<file path="src/hdl/svpwm_pkg.sv">
// ============================================================================
// svpwm_pkg
// Shared constants and types for the SVPWM duty calculation pipeline.
// ============================================================================
package svpwm_pkg;

    // Default field geometry
    localparam int VOLT_WIDTH_DEF = 16;
    localparam int FRAC_BITS_DEF  = 16;

    // Compare register width and reset value
    localparam int              CMP_W     = 16;
    localparam logic [CMP_W-1:0] CMP_RESET = 16'd5999;

    // sqrt(3) in Q28, and the Q28 scale shift of the alpha term
    localparam int               SQRT3_FRAC = 28;
    localparam logic [28:0]      SQRT3_Q28  = 29'd464943848;

    // Divider lanes
    localparam int NUM_LANES = 3;
    localparam int LANE_X    = 0;
    localparam int LANE_Y    = 1;
    localparam int LANE_Z    = 2;

    localparam int SECTOR_W = 3;

    typedef enum logic [SECTOR_W-1:0] {
        SECTOR_1 = 3'd1,
        SECTOR_2 = 3'd2,
        SECTOR_3 = 3'd3,
        SECTOR_4 = 3'd4,
        SECTOR_5 = 3'd5,
        SECTOR_6 = 3'd6
    } sector_t;

endpackage

</file>
<file path="src/hdl/svpwm_divider.sv">
// ============================================================================
// svpwm_divider
// Three-lane pipelined restoring divider, one quotient bit per stage.
// ============================================================================
module svpwm_divider
    import svpwm_pkg::*;
#(
    parameter int VW = VOLT_WIDTH_DEF,
    parameter int QB = FRAC_BITS_DEF + 3
)
(
    input  logic                              clk,
    input  logic                              rst_n,
    input  logic                              in_valid,
    output logic                              in_ready,
    input  logic [NUM_LANES-1:0][VW-1:0]      in_rem,
    input  logic [NUM_LANES-1:0][QB-1:0]      in_lowq,
    input  logic [NUM_LANES-1:0]              in_neg,
    input  logic [NUM_LANES-1:0]              in_ovf,
    input  logic [VW-1:0]                     in_bus,
    output logic                              out_valid,
    input  logic                              out_ready,
    output logic [NUM_LANES-1:0][QB-1:0]      out_quo,
    output logic [NUM_LANES-1:0]              out_neg,
    output logic [NUM_LANES-1:0]              out_ovf
);

    logic [NUM_LANES-1:0][VW-1:0] rem_reg  [QB];
    logic [NUM_LANES-1:0][QB-1:0] q_reg    [QB];
    logic [NUM_LANES-1:0]         neg_reg  [QB];
    logic [NUM_LANES-1:0]         ovf_reg  [QB];
    logic [VW-1:0]                bus_reg  [QB];
    logic                         valid_reg [QB];
    logic [QB:0]                  rdy;

    assign rdy[QB]   = out_ready;
    assign in_ready  = rdy[0];
    assign out_valid = valid_reg[QB-1];
    assign out_quo   = q_reg[QB-1];
    assign out_neg   = neg_reg[QB-1];
    assign out_ovf   = ovf_reg[QB-1];

    genvar k;
    generate
        for (k = 0; k < QB; k++)
        begin : g_stage
            logic [NUM_LANES-1:0][VW-1:0] rem_src;
            logic [NUM_LANES-1:0][QB-1:0] q_src;
            logic [NUM_LANES-1:0]         neg_src;
            logic [NUM_LANES-1:0]         ovf_src;
            logic [VW-1:0]                bus_src;
            logic                         v_src;
            logic [NUM_LANES-1:0][VW-1:0] rem_next;
            logic [NUM_LANES-1:0][QB-1:0] q_next;

            if (k == 0)
            begin : g_first
                assign rem_src = in_rem;
                assign q_src   = in_lowq;
                assign neg_src = in_neg;
                assign ovf_src = in_ovf;
                assign bus_src = in_bus;
                assign v_src   = in_valid;
            end
            else
            begin : g_next
                assign rem_src = rem_reg[k-1];
                assign q_src   = q_reg[k-1];
                assign neg_src = neg_reg[k-1];
                assign ovf_src = ovf_reg[k-1];
                assign bus_src = bus_reg[k-1];
                assign v_src   = valid_reg[k-1];
            end

            assign rdy[k] = !valid_reg[k] || rdy[k+1];

            always_comb
            begin
                logic [VW:0] t;
                logic [VW:0] diff;
                logic        ge;
                for (int l = 0; l < NUM_LANES; l++)
                begin
                    // shift the next dividend bit into the partial remainder
                    t    = {rem_src[l], q_src[l][QB-1]};
                    diff = t - {1'b0, bus_src};
                    ge   = (t >= {1'b0, bus_src});
                    rem_next[l] = ge ? diff[VW-1:0] : t[VW-1:0];
                    q_next[l]   = {q_src[l][QB-2:0], ge};
                end
            end

            always_ff @(posedge clk or negedge rst_n)
            begin
                if (!rst_n)
                begin
                    valid_reg[k] <= 1'b0;
                end
                else if (rdy[k])
                begin
                    valid_reg[k] <= v_src;
                end
            end

            always_ff @(posedge clk)
            begin
                if (rdy[k] && v_src)
                begin
                    rem_reg[k] <= rem_next;
                    q_reg[k]   <= q_next;
                    neg_reg[k] <= neg_src;
                    ovf_reg[k] <= ovf_src;
                    bus_reg[k] <= bus_src;
                end
            end
        end
    endgenerate

endmodule

</file>
<file path="config.mk">
export PLATFORM = sky130hd
export DESIGN_NAME = svpwm_divider
export DESIGN_NICKNAME = d
export VERILOG_FILES = /design/src/hdl/svpwm_pkg.sv /design/src/hdl/svpwm_divider.sv
export SDC_FILE = /design/constraint.sdc
export NUM_CORES = 2
export LEC_CHECK = 0
export ABC_CLOCK_PERIOD_IN_PS = 34800
export BUFFER_PORTS_ARGS = -buffer_cell sky130_fd_sc_hd__buf_4
export CORE_MARGIN = 4
export CORE_UTILIZATION = 30
export CTS_BUF_LIST = sky130_fd_sc_hd__clkbuf_8
export CTS_CLUSTER_SIZE = 40
export DETAILED_ROUTE_END_ITERATION = 7
export PLACE_DENSITY = 0.55
export SLEW_MARGIN = 0
export SYNTH_ARGS = -nofsm -noshare
export SYNTH_HDL_FRONTEND = slang
export SYNTH_SLANG_ARGS = --single-unit
</file>
<file path="constraint.sdc">
create_clock -name clk -period 34.8 [get_ports clk]
set_clock_uncertainty 0.05 [all_clocks]
set_input_delay 3.48 -clock clk [delete_from_list [all_inputs] [get_ports clk]]
set_output_delay 3.48 -clock clk [all_outputs]
set_load 0.01 [all_outputs]
</file>
==> impl_metrics.tcl <==
set metrics [dict create \
    synth.yosys.warnings 0 \
    tritoncts_clock_tree "done" \
    async_flop_share_pct 0.802 \
    clock-sinks 2368 \
    post_cts_buffers 0 \
    cap_viol_max_count 0 \
    maxSlewViolCount 0 \
    synth.top_cells.by_area "edfxtp_1 (58%), ha_1 (9.4%), mux2_2 (5.8%), xnor2_1 (2.9%), a21oi_1 (2.8%)" \
    layout_worst_path_cycle_share_pct 27.8 \
    core-area_um2 403000 \
    synth.net_count 10200 \
    final_hold_viol_count 0 \
    cts_hold_buffers 0 \
    clock_tree.buffer_depth 4 \
    layout-drive-gt1-share_pct 16.2 \
    worstPathRequired_ns 31.27 \
    place.gp.congestion 0.905 \
    netlist.top_cell.by_area "edfxtp_1" \
    finalSetupViolations 0 \
    grt_pass1_vias 75900 \
    top_achievable_clock_speed_mhz 103 \
    largest_reg_flops 1083 \
    place.port_buffers 195 \
    timing.critical_path.slowest_cell_delay_ns 0.48 \
    clk-insertion-delay-late_ns 1.16 \
    final_critical_delay_including_setup_and_external_delays_ns 9.67 \
    die-area_um2 416000 \
    layout.cells.non_filler 15400 \
    avgRoutedWirePerCell_um 22.3 \
    crit-reg2reg-launch "bus_reg[5][1]" \
    pin_count 196 \
    place.detailed.hpwl_mm 271 \
    grt_first_pass_wirelength_mm 500 \
    grt_antenna_before_repair 14 \
    grt_start_max_net_pins 96 \
    numCtsBuffers 418 \
    worstSetupStartpointType "input pin" \
    dominantRegCellSynth "edfxtp_1" \
    clkSlewWorstSetupHoldPaths_ns 0.06 \
    hold_class "reg -> reg" \
    first_pass_iters 6 \
    synth-edff-count 2349 \
    slowest_stage "nor2_1" \
    ys_types 70 \
    timing.critical_path.mode_cell "buf_4" \
    initial_util_pct 30.2 \
    clockRootBuffer "clkbuf_8" \
    finalSetupTns_ns 0 \
    endpoint_kind "primary output" \
    vias 75200 \
    worst_slew_pin_slew_ns 1.21 \
    run_status "complete, no violations" \
    drc 0 \
    ant_nets 0 \
    power_per_cell_area_nw_per_um2 94.0 \
    initialDrtViolationCount 5552 \
    regToRegSetupSlack_ns 30.27 \
    reg_to_reg_critical_path_endpoint "rem_reg[6][14]" \
    syn-instance-count 9118 \
    layout_commonest_cell "edfxtp_1" \
    setup_repair_after_global_routing_missed_its_margin "no" \
    placed_cells 14700 \
    slew_headroom_pct 18.5 \
    synthDominantCellAreaShare_pct 58.0 \
    wl_mm 344 \
    power.static_leakage_nw 52.8 \
    htreeDepth 5 \
    layout_common_cells "edfxtp_1 (2349), ha_1 (912), inv_1 (715)" \
    worst_setup_path_endpoint "in_ready" \
    post_cts_resized 0 \
    fp.dieH_um 645 \
    cp-startpoint "out_ready" \
    worstPathCellList "buf_4 -> nand4b_1 -> nor2_1 -> nand3_1 -> nor4_1 -> buf_4 -> and2_1 -> and3_1 -> nand4_1 -> buf_4" \
    gr-total-overflow 0 \
    ys_seq_elements 2368 \
    net_total_in_the_final_layout 10800 \
    worst-endpoint-arrival_ns 6.14 \
    power.ir.vdd_worst_uv 37.2 \
    routed_via_density 4.87 \
    syn_area_um2 122000 \
    synth-seq-area-share_pct 58.4 \
    area_growth_pct 13.5 \
    global_route.usage.total_pct 16.0 \
    die_w_um 645 \
    number_of_cells_on_the_worst_reg_to_reg_path 9 \
    critical_path_class "in -> out" \
    post_synth.cell_area_avg_um2 13.3 \
    floorplan.rows 233 \
    worst-path-max-fanout 6 \
]
-- synthesized netlist by cell type (23+ instances only) --
master       n
mux2_2     625
a21boi_0    62
nor2_1     443
o21ai_1     49
buf_2       45
a211oi_1    73
clkbuf_1    24
mux2i_1    124
o21bai_1    35
o211ai_1    60
and3_1      59
nor2b_1    167
fa_1        54
a21bo_2     28
xnor2_1    399
or2_2       63
a21o_1     159
nand4_1    134
o31a_1      99
nor3_1     185
o22ai_1     23
o21ai_0    356
nand3_1    163
inv_1      604
o41ai_1     25
or3_1       53
nor4_1      50
xor2_1     161
nand2b_1   116
edfxtp_1  2349
a21oi_1    690
o21a_1     186
nand2_1    234
o31ai_1     31
ha_1       912
a31oi_1     45
-- where the power goes --
group          leakage, nW  switching (mW)  internal [mW]
clock                 4.68            1.22           1.39
sequential            23.1           0.505           4.30
combinational         25.1            3.09           2.46
-- critical path: cells and delay by family --
kind	cells	cell delay, ns
buffers and inverters	3	0.53
and+or+nand+nor	7	2.11
-- metrics by stage --
step	total power, mW	hold WS [ns]	instance area [um2]	util, %	worst slack (ns)
floorplan	8.71	0.350	122000	-	20.64
global placement	10.3	0.351	130000	32.1	25.04
detailed placement	10.4	0.355	130000	32.1	25.09
CTS	13.1	0.308	138000	34.2	25.06
global route	13.8	0.324	138000	34.2	24.85
finish	13.0	0.309	138000	34.2	25.13
-- kinds of logic after synthesis --
family                   count (synthesis)  share of synthesized area [%]
flip-flops                            2368                           58.4
AO/OA/AOI/OAI                         2034                           10.7
AND/OR/NAND/NOR                       1707                           7.09
adder cells (fa/ha/maj)                966                           10.3
multiplexers                           768                           7.04
buffers and inverters                  715                           2.46
XOR/XNOR                               560                           4.03
-- worst min path at each step --
| stage | depth (start not counted) | end | slack [ns] | from |
|---|---|---|---|---|
| after floorplan | 0 | neg_reg[10][0] | 0.35 | neg_reg[9][0] |
| after global placement | 0 | q_reg[18][20] | 0.35 | q_reg[17][19] |
| after detailed placement | 0 | neg_reg[10][2] | 0.35 | neg_reg[9][2] |
| after CTS | 0 | q_reg[8][37] | 0.31 | q_reg[7][36] |
| after global routing | 0 | q_reg[8][37] | 0.32 | q_reg[7][36] |
| final | 0 | q_reg[8][37] | 0.31 | q_reg[7][36] |
-- final cells by class --
class | instances | area [um2]
tap | 5405 | 6760
fill | 39100 | 265000
multi-input combinational | 6035 | 47700
sequential | 2368 | 71000
timing repair buffer | 243 | 1840
antenna | 8 | 20.0
clock inverter | 349 | 2630
clock buffer | 418 | 5750
inverter | 604 | 2270
-- routing by layer --
| metal | vias up | share of wire (%) | GRT usage (%) |
|---|---|---|---|
| met5 | - | 0.0099 | 0 |
| met4 | 4 | 3.4 | 5.22 |
| met3 | 531 | 4.9 | 2.68 |
| met2 | 1953 | 48 | 27.1 |
| met1 | 36800 | 44 | 20.7 |
| li1 | 35900 | - | - |
Power figures use the tool's default switching activity.
